===== src/rtl/tcw_pkg.sv =====
// shared types and constants of the text console writer
`timescale 1ns / 1ps

package tcw_pkg;

   localparam int COLUMNS_DEFAULT = 80;
   localparam int ROWS_DEFAULT    = 25;
   localparam int QUEUE_DEPTH     = 2;

   localparam int INDEX_W   = 11;
   localparam int CELL_W    = 16;
   localparam int ROW_OUT_W = 5;
   localparam int COL_OUT_W = 7;
   localparam int PADDR_W   = 3;
   localparam int PDATA_W   = 32;

   localparam logic [7:0] NEWLINE_CODE   = 8'd10;
   localparam logic [7:0] SPACE_CODE     = 8'h20;
   localparam logic [7:0] COLOR_AT_RESET = 8'h07;

   localparam logic FUNC_READ = 1'b1;

   localparam logic [PADDR_W-3:0] REG_TEXT_COLOR = '0;

   typedef enum logic [1:0] {
      CMD_PUT,
      CMD_NEWLINE,
      CMD_READ
   } cmd_kind_type;

   typedef struct packed {
      cmd_kind_type       kind;
      logic [7:0]         char_code;
      logic [INDEX_W-1:0] cell_index;
      logic               in_range;
   } cmd_type;

   typedef struct packed {
      logic full;
      logic empty;
   } queue_status_type;

   typedef struct packed {
      logic clearing;
   } back_status_type;

   typedef enum logic [2:0] {
      ST_CLEAR,
      ST_IDLE,
      ST_READ,
      ST_COPY,
      ST_FILL
   } back_state_type;

endpackage


===== src/rtl/tcw_queue.sv =====
// short command queue between front end and back end
`timescale 1ns / 1ps

module tcw_queue
   import tcw_pkg::*;
(
   input  logic             clock,
   input  logic             reset,
   input  logic             push,
   input  cmd_type          push_cmd,
   input  logic             pop,
   output cmd_type          head_cmd,
   output queue_status_type q_stat
);

   localparam int PTR_W = (QUEUE_DEPTH > 1) ? $clog2(QUEUE_DEPTH) : 1;
   localparam int CNT_W = $clog2(QUEUE_DEPTH + 1);

   cmd_type            entry_ff [QUEUE_DEPTH];
   logic [PTR_W-1:0]   wr_ptr_ff, wr_ptr_in;
   logic [PTR_W-1:0]   rd_ptr_ff, rd_ptr_in;
   logic [CNT_W-1:0]   count_ff, count_in;

   assign head_cmd     = entry_ff[rd_ptr_ff];
   assign q_stat.full  = (count_ff == CNT_W'(QUEUE_DEPTH));
   assign q_stat.empty = (count_ff == '0);

   always_comb begin
      wr_ptr_in = wr_ptr_ff;
      rd_ptr_in = rd_ptr_ff;
      count_in  = count_ff;
      if (push) begin
         wr_ptr_in = (wr_ptr_ff == PTR_W'(QUEUE_DEPTH - 1)) ? '0 : wr_ptr_ff + 1'b1;
      end
      if (pop) begin
         rd_ptr_in = (rd_ptr_ff == PTR_W'(QUEUE_DEPTH - 1)) ? '0 : rd_ptr_ff + 1'b1;
      end
      if (push && !pop) begin
         count_in = count_ff + 1'b1;
      end else if (pop && !push) begin
         count_in = count_ff - 1'b1;
      end
   end

   always_ff @(posedge clock) begin
      if (reset) begin
         wr_ptr_ff <= '0;
         rd_ptr_ff <= '0;
         count_ff  <= '0;
      end else begin
         wr_ptr_ff <= wr_ptr_in;
         rd_ptr_ff <= rd_ptr_in;
         count_ff  <= count_in;
      end
   end

   always_ff @(posedge clock) begin
      if (push) begin
         entry_ff[wr_ptr_ff] <= push_cmd;
      end
   end

endmodule


===== config.mk =====
export PLATFORM = sky130hd
export DESIGN_NAME = tcw_queue
export DESIGN_NICKNAME = d
export VERILOG_FILES = /design/src/rtl/tcw_pkg.sv /design/src/rtl/tcw_queue.sv
export SDC_FILE = /design/constraint.sdc
export NUM_CORES = 1
export LEC_CHECK = 0
export BUFFER_PORTS_ARGS = -buffer_cell sky130_fd_sc_hd__buf_4
export CAP_MARGIN = 0
export CORE_ASPECT_RATIO = 0.8
export CORE_UTILIZATION = 39
export DETAILED_ROUTE_END_ITERATION = 12
export HOLD_SLACK_MARGIN = 0.15
export PLACE_DENSITY = 0.61
export SLEW_MARGIN = 20
export SYNTH_ARGS = -nofsm -noshare
export SYNTH_HDL_FRONTEND = slang
export SYNTH_SLANG_ARGS = --single-unit
export TNS_END_PERCENT = 50

===== constraint.sdc =====
create_clock -name clock -period 1.81 [get_ports clock]
set_input_delay 0.181 -clock clock [delete_from_list [all_inputs] [get_ports clock]]
set_output_delay 0.181 -clock clock [all_outputs]
set_load 0.005 [all_outputs]

# After elaboration in Yosys (flattened, before gate mapping)
# Memories as Yosys holds them, arrays and structs flattened. A register that Yosys moved wholly into a read port is not among the register bits.
# Cells that the tools add are included.
# totals
ff_bits	4
ramBits	44
input_bits	26
output_inout_bits	24
wordCells	23
memories	1
# memory_table
memory	depth	width	rd	rd_clocked_by_memory_dff	write_ports	line_no	source
entry_ff	2	22	1	1	1	tcw_queue.sv:19	cmd_type entry_ff [QUEUE_DEPTH];
# classes
addsub	4
eq_ne	1
n_mux	8
reduce_logical	6
# op_table
op	n
$mux 1	6
$mux 2	2
$add 1x1->1 const B	2
$add 2x1->2 const B	1
$eq 2x2->1 const B	1
$logic_and 1x1->1	2
$logic_not 1->1	2
$logic_not 2->1	1
$reduce_bool 2->1	1
$sub 2x1->2 const B	1

# Longest topological paths before layout
# Gate-level depths: netlist of run 1.
# logic_depth
depth_word	4
mapped_depth	5
depth_no_buf	5

# Least setup slack after synthesis of run 1
# OpenSTA, ideal clock, no wires.
# synth_path
path_type	reg2reg
from	register wr_ptr_ff
to	memory entry_ff[0][0] (netlist name) (enable)
setup_time_ns	0.403
t_arrival_ns	1.328
required_ns	1.407
path_slack_ns	0.078
stages_incl_launch_ff	2
n_path_buf	0
period_less_slack_ns	1.732
path_cell_list	dfxtp_1 -> nor2b_1
# synth_rtl
item	line_no	source
from (decl)	tcw_queue.sv:20	logic [PTR_W-1:0] wr_ptr_ff, wr_ptr_in;
from (signal assigned)	tcw_queue.sv:51	wr_ptr_ff <= wr_ptr_in;
to (decl)	tcw_queue.sv:19	
# Straight into the memory's write port.

==> results of run 1 <==
[layout by cell type, fill, tap and decap left out, drive strengths merged, types with 2 or more instances in the layout]
master,count
clkbuf,7
nor2,5
edfxtp,44
buf,54
dlygate4sd3,23
xnor2,2
xor2,2
dfxtp,5
mux2,22
[kinds of logic (layout without fill, tap and decap cells)]
logic type | after synthesis | in the layout | share of synthesized area [%]
buffers and inverters | 3 | 86 | 0.770
adders and majority gates | 1 | 1 | 0.700
muxes | 22 | 22 | 13.9
xor gates and xnor gates | 4 | 4 | 1.96
AOI/OAI and AO/OA | 2 | 2 | 0.560
and+or+nand+nor | 9 | 9 | 2.59
DFF | 49 | 49 | 79.6
[worst max-delay path: cells and delay by family (launching register included)]
| kind | cells | cell delay (ps) |
|---|---|---|
| buf+inv | 2 | 420 |
| flops | 1 | 310 |
| mux | 1 | 390 |
[where the power goes]
group	switching, uW	internal (uW)	total (uW)
combinational	135	222	357
clock	321	450	771
sequential	22.0	1310	1330
[area by class of cell]
cell class | count | area (um^2) | share of cell area, %
Inverter | 1 | 3.75 | 0.144
Multi-Input combinational cell | 38 | 354 | 13.6
Sequential cell | 49 | 1420 | 54.6
Tap cell | 57 | 71.3 | 2.74
Clock inverter | 1 | 30.0 | 1.15
Timing Repair Buffer | 77 | 636 | 24.4
Clock buffer | 7 | 86.3 | 3.32
[repair_timing]
| action | CTS | global route |
|---|---|---|
| buffers inserted | 0 | 0 |
| hold buffers | 23 | 0 |
| hold endpoints to repair | 49 | 0 |
| endpoints found under the setup margin | 0 | 0 |
[worst max-delay path by stage]
stage	from	slack, ps	endpoint
5_1_grt	flop	130	head_cmd[2]
3_3_place_gp	flop	520	head_cmd[5]
6_report	flop	220	head_cmd[5]
2_1_floorplan	wr_ptr_ff	80	entry_ff[0][0]
3_5_place_dp	flop	520	head_cmd[5]
4_1_cts	flop	200	head_cmd[5]
[sequential cells by signal (all words and copies together) (netlist names), named ones only]
signal and cells:
entry_ff 44, count_ff 2, wr_ptr_ff 1, rd_ptr_ff 1
[metrics by stage]
| step | total power (uW) | area, um^2 | utilization (%) | hold WS, ps |
|---|---|---|---|---|
| finish | 2460 | 2600 | 60.8 | 176 |
| global route | 2560 | 2600 | 60.8 | 177 |
| CTS | 2490 | 2600 | 60.8 | 164 |
| detailed placement | 1680 | 2260 | 52.7 | 369 |
| global placement | 1670 | 2260 | 52.7 | 367 |
| floorplan | 1500 | 1790 | - | 250 |
[layer usage]
layer / vias to the layer above / wire length [um] / track usage (%)
li1: 506 / - / -
met1: 503 / 1330 / 15.6
met2: 32 / 1540 / 24.6
met3: 7 / 141 / 3.65
met4: 0 / 50 / 6.37
met5: - / 0 / 0
==> impl_results.rst, run 1 <==
.. list-table::
   :header-rows: 1

   * - Metric
     - Value
   * - Cells after DPL
     - 199
   * - Most numerous cell in the Yosys netlist
     - sky130_fd_sc_hd__edfxtp_1
   * - Mean instance size in the synthesized netlist
     - 19.9 um^2
   * - Number of CTS-inserted buffers
     - 5
   * - Filler instances
     - 326
   * - Cell taking the most area after synthesis
     - sky130_fd_sc_hd__edfxtp_1
   * - Result of the run
     - complete, no violations
   * - Final Routed Wirelength
     - 3.06 mm
   * - Fraction of the cycle the final worst path needs
     - 88.0%
   * - Crit start category
     - flop
   * - DRC marker count from the first detailed-route iteration
     - 36
   * - Fmax
     - 628 MHz
   * - Pin count of the biggest net entering global routing
     - 23
   * - Cell with the biggest individual delay on the critical path
     - sky130_fd_sc_hd__mux2_2
   * - Via-per-instance ratio
     - 4.56
   * - Standard cell core area
     - 4280 um^2
   * - Number of gates given a new drive strength after cts
     - 0
   * - Die span in x
     - 77.7 um
   * - Final setup TNS
     - 0 ps
   * - FF-to-FF Start
     - count_ff[0]
   * - Worst IR Drop VDD
     - 673 uV
   * - Synth top cells by count
     - sky130_fd_sc_hd__edfxtp_1 (44), sky130_fd_sc_hd__mux2_2 (22), sky130_fd_sc_hd__dfxtp_1 (5), sky130_fd_sc_hd__nor2_1 (5)
   * - Synth-to-Final Area Change
     - 45.7%
   * - Cells on Worst Hold Path
     - 3
   * - Clk Latency, worst-skew pair
     - 290 ps
   * - Sequential fraction of the synthesis area
     - 79.6%
   * - Max cap viols
     - 0
   * - Wire length per cell
     - 13.3 um
   * - Std cell rows
     - 21
   * - Mapped Nets
     - 117
   * - Number of antenna violations at the first check in global routing
     - 0
   * - Filler-free cell count of the finished design
     - 230
   * - Number of buffer cells added on primary ports
     - 49
   * - P per Cell Area
     - 946 nW/um^2
   * - Worst reg-to-reg setup slack
     - 740 ps
   * - FFs w/ async S/R, synth
     - 0%
   * - Ordered cell list for the critical path
     - buf_4 -> mux2_2 -> buf_4
   * - Routability congestion estimate
     - 0.687
   * - EDFF count, synth
     - 44
   * - Capturing element type of the critical path
     - primary output
   * - # clock sinks
     - 49
   * - Hold path startpoint
     - push
   * - Total die area
     - 4860 um^2
   * - Total standard cell area after synthesis
     - 1790 um^2
   * - Overall via count from detail_route
     - 1,048
   * - Fin crit period
     - 1590 ps
   * - Data arrival, critical path
     - 1410 ps
   * - Gate count of the mapped netlist
     - 90
   * - Initial Util
     - 41.7%
   * - Total of flip-flops plus latches after synthesis
     - 49
   * - DP HPWL
     - 2.02 mm
   * - Worst rel slew slack
     - 80.4%
   * - RSZ-0062 raised after global routing
     - no
   * - Share of the synthesized area in the top cell type
     - 73.9%
   * - Top-Level Pins
     - 50
   * - Worst min-delay path category
     - input pin to flop
   * - Worst Reg2Reg Path Length in Cells
     - 3
   * - Via count of the first global-routing pass
     - 1,048
   * - Transition at the pin with the smallest max-transition slack
     - 294 ps
   * - Fraction of final layout cells with drive strength greater than 1
     - 49.1%
   * - Drt first pass iters
     - 4
   * - CP dominant cell by count
     - sky130_fd_sc_hd__buf_4
   * - Endpoint of the worst register-to-register path
     - count_ff[1]
   * - Final critical-path setup slack
     - 217 ps
   * - Diodes inserted
     - 0
   * - Top flip-flop cell by instance count after synthesis
     - sky130_fd_sc_hd__edfxtp_1
   * - Setup violations, final
     - 0
   * - Post-detailed-route count of antenna-violating nets
     - 0
   * - Global-route wire length before repair
     - 4.96 mm
   * - CTS tree
     - yes
   * - Maximum clock path buffer count
     - 2
   * - Final number of hold-violating endpoints
     - 0
   * - Kind of critical path
     - flop to primary output
   * - Distinct cell type count of the synthesized netlist
     - 15
   * - Worst Path Required
     - 1630 ps
   * - Worst clock skew
     - 2.16 ps
   * - YS warnings
     - 0
   * - Chip height
     - 62.5 um
   * - Total gr overflow
     - 0
   * - CTS H-tree depth
     - 2
   * - Total global routing track utilization
     - 13.9%
   * - Clock input transition at the sequential cells of the worst setup and hold paths
     - 80 ps
   * - Biggest area contributors in the synthesized netlist
     - sky130_fd_sc_hd__edfxtp_1 (74%), sky130_fd_sc_hd__mux2_2 (14%), sky130_fd_sc_hd__dfxtp_1 (5.6%)
   * - Fin. max-slew vios
     - 0
   * - Hold worst-path end
     - wr_ptr_ff
   * - Delay of the slowest cell on the worst path
     - 390 ps
   * - # DRC
     - 0
   * - Leakage
     - 0.00101 uW
   * - CTS root buffer
     - sky130_fd_sc_hd__clkbuf_8
   * - Post-layout nets
     - 199
   * - Largest fanout on the critical path
     - 22
   * - Setup WS pre-CTS
     - 520 ps
Note: power is estimated with default switching activity, not from simulation.
==> run 2, diff against run 1 <==
Settings changed: ABC_AREA set to 1, PLACE_DENSITY 0.61 to 0.67.
==> impl_results.rst, run 2 <==
.. list-table::
   :header-rows: 1

   * - Metric
     - Value
   * - Result of the run
     - complete, no violations
   * - Via count of the first global-routing pass
     - 1,110
   * - Worst clock skew
     - 2.87 ps
   * - Number of CTS-inserted buffers
     - 5
   * - Maximum clock path buffer count
     - 2
   * - EDFF count, synth
     - 44
   * - Worst rel slew slack
     - 78.1%
   * - Final setup TNS
     - 0 ps
   * - RSZ-0062 raised after global routing
     - no
   * - Worst Path Required
     - 1630 ps
   * - CTS tree
     - yes
   * - FFs w/ async S/R, synth
     - 0%
   * - Routability congestion estimate
     - 0.627
   * - Diodes inserted
     - 0
   * - Mean instance size in the synthesized netlist
     - 18.0 um^2
   * - DP HPWL
     - 2.04 mm
   * - Fin crit period
     - 1660 ps
   * - Fraction of final layout cells with drive strength greater than 1
     - 45.1%
   * - Worst reg-to-reg setup slack
     - 600 ps
   * - Transition at the pin with the smallest max-transition slack
     - 329 ps
   * - Wire length per cell
     - 13.1 um
   * - Number of gates given a new drive strength after cts
     - 0
   * - Total die area
     - 4940 um^2
   * - Final Routed Wirelength
     - 3.16 mm
   * - Synth top cells by count
     - sky130_fd_sc_hd__edfxtp_1 (44), sky130_fd_sc_hd__mux2_2 (22), sky130_fd_sc_hd__inv_1 (9), sky130_fd_sc_hd__nor2_1 (7)
   * - Leakage
     - 0.00104 uW
   * - Area occupied by multi-input gates
     - 343 um^2
   * - Registers with the most flip-flops
     - entry_ff x44, count_ff x2
   * - Mapped Nets
     - 128
   * - Data arrival, critical path
     - 1480 ps
   * - Hold path startpoint
     - push
   * - Worst IR Drop VDD
     - 521 uV
   * - Kind of critical path
     - flop to primary output
   * - Switching part of the total power
     - 20.5%
   * - P_sw
     - 493 uW
   * - Post-detailed-route count of antenna-violating nets
     - 0
   * - Sequential fraction of the synthesis area
     - 78.2%
   * - Max cap viols
     - 0
   * - Setup WS pre-CTS
     - 458 ps
   * - Number of buffer cells added on primary ports
     - 49
   * - Fraction of the cycle the final worst path needs
     - 91.9%
   * - Post-layout nets
     - 210
   * - Capturing element type of the critical path
     - primary output
   * - CTS H-tree depth
     - 2
   * - Initial Util
     - 41.9%
   * - Worst min-delay path category
     - input pin to flop
   * - Final critical-path setup slack
     - 147 ps
   * - DRC marker count from the first detailed-route iteration
     - 24
   * - Register ranked first by flip-flop count
     - entry_ff
   * - Reg power frac
     - 54.7%
   * - Crit start category
     - flop
   * - Drt first pass iters
     - 4
   * - Standard cell core area
     - 4340 um^2
   * - Global-route wire length before repair
     - 5.14 mm
   * - Placement-stage cell area
     - 2280 um^2
   * - # DRC
     - 0
   * - Cells on Worst Hold Path
     - 3
   * - Worst Reg2Reg Path Length in Cells
     - 3
   * - Filler instances
     - 338
   * - Gate count of the mapped netlist
     - 101
   * - Combinational group share of total power
     - 14.2%
   * - Cell taking the most area after synthesis
     - sky130_fd_sc_hd__edfxtp_1
   * - Chip height
     - 63.1 um
   * - Hold worst-path end
     - wr_ptr_ff
   * - # clock sinks
     - 49
   * - Top flip-flop cell by instance count after synthesis
     - sky130_fd_sc_hd__edfxtp_1
   * - Clock input transition at the sequential cells of the worst setup and hold paths
     - 80 ps
   * - Worst slack on hold paths
     - 186 ps
   * - Largest fanout on the critical path
     - 20
   * - Distinct cell type count of the synthesized netlist
     - 14
   * - Fin. max-slew vios
     - 0
   * - Number of antenna violations at the first check in global routing
     - 0
   * - Via-per-instance ratio
     - 4.51
   * - FF-to-FF Start
     - rd_ptr_ff
   * - Leading cell types in the layout, fill and taps excluded
     - sky130_fd_sc_hd__buf_4 (52), sky130_fd_sc_hd__edfxtp_1 (44), sky130_fd_sc_hd__dlygate4sd3_1 (24)
   * - YS warnings
     - 0
   * - Internal power of the cells
     - 1920 uW
   * - Final number of hold-violating endpoints
     - 0
   * - Clk Latency, worst-skew pair
     - 290 ps
   * - Final std cell area, no fill
     - 2630 um^2
   * - Total of flip-flops plus latches after synthesis
     - 49
   * - Setup violations, final
     - 0
   * - CTS root buffer
     - sky130_fd_sc_hd__clkbuf_8
   * - Share of the synthesized area in the top cell type
     - 72.7%
   * - Std cell rows
     - 21
   * - Top-Level Pins
     - 50
   * - Die span in x
     - 78.3 um
   * - Number of flip-flops in the largest register
     - 44
   * - Fmax
     - 601 MHz
   * - Flip-flop and latch area
     - 1420 um^2
   * - Clock network fraction of total power
     - 31.1%
   * - Synth-to-Final Area Change
     - 44.7%
   * - Total global routing track utilization
     - 14.5%
   * - Total gr overflow
     - 0
   * - Most common cell after layout, fill and taps aside
     - sky130_fd_sc_hd__buf_4
   * - Overall via count from detail_route
     - 1,088
   * - Pin count of the biggest net entering global routing
     - 21
   * - Total standard cell area after synthesis
     - 1820 um^2
   * - Biggest area contributors in the synthesized netlist
     - sky130_fd_sc_hd__edfxtp_1 (73%), sky130_fd_sc_hd__mux2_2 (14%), sky130_fd_sc_hd__dfxtp_1 (5.5%)
   * - P per Cell Area
     - 917 nW/um^2
   * - Most numerous cell in the Yosys netlist
     - sky130_fd_sc_hd__edfxtp_1
[run 2: changes by cell type after synthesis, sizes merged]
cell	change
inv	+8
nand2	+5
nor2	+2
xor2	-2
and2	-1
and2b	-1
nand3	+1
nand4	+1
nor2b	-1
nor3	+1
or3	-1
xnor2	-1
[run 2: stage by stage]
stage	power, uW	std cells	util [%]
floorplan	1480	101	-
CTS	2430	241	60.7
global route	2520	241	60.7
detailed placement	1650	209	52.6
finish	2410	241	60.7
global placement	1640	209	52.6
[run 2: final cells by class]
cell class / instances / share of cell area, %
timing repair buffer: 77 / 24.7
tap: 57 / 2.71
sequential: 49 / 54.0
clock buffer: 5 / 2.62
clock inverter: 3 / 1.57
inverter: 9 / 1.28
multi-input combinational: 41 / 13.0
[run 2: logic make-up (layout without fill, tap and decap cells)]
family          count (synthesis)  in the layout  synth area share [%]
flops                          49             49                  78.2
fa+ha+maj                       1              1                 0.688
simple gates                   15             15                  3.37
compound gates                  2              2                 0.550
buf+inv                        11             94                  3.10
xor+xnor                        1              1                 0.482
mux                            22             22                  13.6
[run 2: how the worst max path moves through the flow]
stage / from / endpoint
floorplan: wr_ptr_ff / entry_ff[0][0]
global placement: flop / head_cmd[17]
detailed placement: flop / head_cmd[10]
CTS: flop / head_cmd[10]
global route: flop / head_cmd[17]
finish: flop / head_cmd[10]
[run 2: metal layers]
metal,track usage [%],share of wire [%],vias to the layer above
li1,-,-,533
met2,24.0,52,34
met1,17.1,42,514
met3,4.06,4.6,7
met5,0,0,-
met4,7.64,1.8,0
[run 2: critical path, stage by stage, from the launching register on]
cell                      delay, ps
sky130_fd_sc_hd__dfxtp_1        360
sky130_fd_sc_hd__buf_4          290
sky130_fd_sc_hd__mux2_2         390
sky130_fd_sc_hd__buf_4          140
[run 2: timing repair]
action,CTS,global route
hold buffers,24,0
endpoints found under the setup margin,0,0
hold endpoints to repair,47,0
buffers inserted,0,0
[run 2: power groups by stage]
| stage | sequential, uW | combinational [uW] | clock [uW] |
|---|---|---|---|
| 2_1_floorplan | 1340 | 139 | 0 |
| 3_3_place_gp | 1340 | 295 | 0 |
| 3_5_place_dp | 1350 | 303 | 0 |
| 4_1_cts | 1320 | 348 | 763 |
| 5_1_grt | 1330 | 374 | 819 |
| 6_report | 1320 | 342 | 749 |
==> run 3, diff against run 2 <==
Settings changed: CORE_UTILIZATION 39 to 46, PLACE_DENSITY 0.67 to 0.76.
==> impl_results.rst, run 3 (synthesized netlist as in run 2, its figures left out) <==
.. list-table::
   :header-rows: 1

   * - Metric
     - Value
   * - Total die area
     - 4210 um^2
   * - Fin. max-slew vios
     - 0
   * - Core utilization of the finished layout
     - 69.7%
   * - Fraction of the cycle the final worst path needs
     - 84.5%
   * - CTS root buffer
     - sky130_fd_sc_hd__clkbuf_8
   * - Kind of critical path
     - flop to primary output
   * - Number of CTS-inserted buffers
     - 5
   * - Fin crit period
     - 1530 ps
   * - Routability congestion estimate
     - 0.640
   * - Filler instances
     - 243
   * - Via-per-instance ratio
     - 4.54
   * - Via count of the first global-routing pass
     - 1,138
   * - Endpoint of the worst register-to-register path
     - rd_ptr_ff
   * - # DRC
     - 0
   * - Final number of hold-violating endpoints
     - 0
   * - Die span in x
     - 72.3 um
   * - Setup violations, final
     - 0
   * - Leakage
     - 0.00105 uW
   * - Delay of the slowest cell on the worst path
     - 360 ps
   * - Final Routed Wirelength
     - 3.10 mm
   * - Leading cell types in the layout, fill and taps excluded
     - sky130_fd_sc_hd__buf_4 (55), sky130_fd_sc_hd__edfxtp_1 (44), sky130_fd_sc_hd__dlygate4sd3_1 (24)
   * - RSZ-0062 raised after global routing
     - no
   * - Number of buffer cells added on primary ports
     - 49
   * - Result of the run
     - complete, no violations
   * - Transition at the pin with the smallest max-transition slack
     - 203 ps
   * - Filler-free cell count of the finished design
     - 241
   * - Worst Path Required
     - 1630 ps
   * - Chip height
     - 58.2 um
   * - Cells on Worst Hold Path
     - 3
   * - Total global routing track utilization
     - 16.2%
   * - DRC marker count from the first detailed-route iteration
     - 53
   * - Maximum clock path buffer count
     - 2
   * - Capturing element type of the critical path
     - primary output
   * - Crit start category
     - flop
   * - Most common cell after layout, fill and taps aside
     - sky130_fd_sc_hd__buf_4
   * - Number of antenna violations at the first check in global routing
     - 0
   * - CTS H-tree depth
     - 2
   * - CTS tree
     - yes
   * - Registers with the most flip-flops
     - entry_ff x44, count_ff x2
   * - Data arrival, critical path
     - 1350 ps
   * - Top-Level Pins
     - 50
   * - Fmax
     - 653 MHz
   * - Cells after DPL
     - 209
   * - Diodes inserted
     - 0
   * - Number of flip-flops in the largest register
     - 44
   * - Initial Util
     - 48.1%
   * - Worst clock skew
     - 10.3 ps
   * - Clock input transition at the sequential cells of the worst setup and hold paths
     - 80 ps
   * - Hold path startpoint
     - pop
   * - Largest fanout on the critical path
     - 12
   * - Std cell rows
     - 20
   * - Crit path max-delay family
     - multiplexers
   * - # clock sinks
     - 49
   * - P per Cell Area
     - 925 nW/um^2
   * - Synth-to-Final Area Change
     - 44.8%
   * - Worst Reg2Reg Path Length in Cells
     - 3
   * - Max cap viols
     - 0
   * - Global-route wire length before repair
     - 4.90 mm
   * - Worst reg-to-reg setup slack
     - 580 ps
   * - Flip-flop and latch area
     - 1420 um^2
   * - Register ranked first by flip-flop count
     - entry_ff
   * - Drt first pass iters
     - 4
   * - Number of gates given a new drive strength after cts
     - 0
   * - Standard cell core area
     - 3780 um^2
   * - Worst IR Drop VDD
     - 571 uV
   * - Pin count of the biggest net entering global routing
     - 17
   * - Overall via count from detail_route
     - 1,095
   * - Cell with the biggest individual delay on the critical path
     - sky130_fd_sc_hd__mux2_2
   * - Post-layout nets
     - 212
   * - Area occupied by multi-input gates
     - 343 um^2
   * - Fraction of final layout cells with drive strength greater than 1
     - 46.2%
   * - Worst rel slew slack
     - 86.5%
   * - DP HPWL
     - 2.01 mm
   * - Final setup TNS
     - 0 ps
   * - Ordered cell list for the critical path
     - buf_4 -> mux2_2 -> buf_4
   * - Number of buffer and inverter stages on the critical path
     - 2
   * - Wire length per cell
     - 12.9 um
   * - CP dominant cell by count
     - sky130_fd_sc_hd__buf_4
   * - Total gr overflow
     - 0
   * - Clk Latency, worst-skew pair
     - 300 ps
   * - Post-detailed-route count of antenna-violating nets
     - 0
   * - FF-to-FF Start
     - rd_ptr_ff
   * - Worst min-delay path category
     - input pin to flop
-- run 3: cell count changes in the layout (fill, tap and decap cells not counted) --
cell / delta
sky130_fd_sc_hd__buf_4: +3
sky130_fd_sc_hd__buf_12: -1
sky130_fd_sc_hd__clkinv_1: -1
sky130_fd_sc_hd__clkinv_2: +1
sky130_fd_sc_hd__clkinvlp_4: -1
sky130_fd_sc_hd__inv_6: +1
-- run 3: worst max path at each step --
stage / depth (start not counted) / slack (ps) / to / startpoint
floorplan: 1 / 140 / entry_ff[0][0] / wr_ptr_ff
global placement: 3 / 620 / head_cmd[21] / flop
detailed placement: 3 / 590 / head_cmd[21] / flop
CTS: 3 / 260 / head_cmd[21] / flop
global route: 3 / 210 / head_cmd[7] / flop
finish: 3 / 280 / head_cmd[21] / flop
-- run 3: through the flow --
| step | power (uW) | hold WS (ps) | setup slack (ps) | area, um^2 |
|---|---|---|---|---|
| 2_1_floorplan | 1480 | 253 | 144 | 1820 |
| 3_3_place_gp | 1640 | 366 | 622 | 2280 |
| 3_5_place_dp | 1650 | 369 | 589 | 2280 |
| 4_1_cts | 2460 | 161 | 258 | 2630 |
| 5_1_grt | 2540 | 182 | 208 | 2630 |
| 6_report | 2440 | 169 | 280 | 2630 |
-- run 3: metal layers --
| layer | track usage [%] | vias up | wire length (um) |
|---|---|---|---|
| met3 | 4.87 | 5 | 183 |
| met5 | 0 | - | 0 |
| met4 | 8.40 | 0 | 49 |
| li1 | - | 538 | - |
| met1 | 19.4 | 512 | 1350 |
| met2 | 26.7 | 40 | 1520 |
-- run 3: worst min-delay path, cell delays in order --
cell                      delay [ps]
sky130_fd_sc_hd__buf_4            90
sky130_fd_sc_hd__xnor2_1          70
sky130_fd_sc_hd__nor2_1           80
-- run 3: repair_timing --
action | 4_1_cts | 5_1_grt
buffers inserted | 0 | 0
endpoints found under the hold margin | 47 | 0
hold buffers | 24 | 0
-- run 3: power by group --
group / total [uW] / switching, uW / internal (uW)
Combinational: 344 / 133 / 212
Sequential: 1320 / 18.9 / 1300
Clock: 771 / 358 / 414
-- run 3: cell type report --
cell class | instances | share of cell area [%]
clock buffers | 5 | 2.61
multi-input cells | 41 | 13.0
flip-flops and latches | 49 | 54.0
inverters | 9 | 1.28
repair buffers | 79 | 24.8
well taps | 55 | 2.61
clock inverters | 3 | 1.66
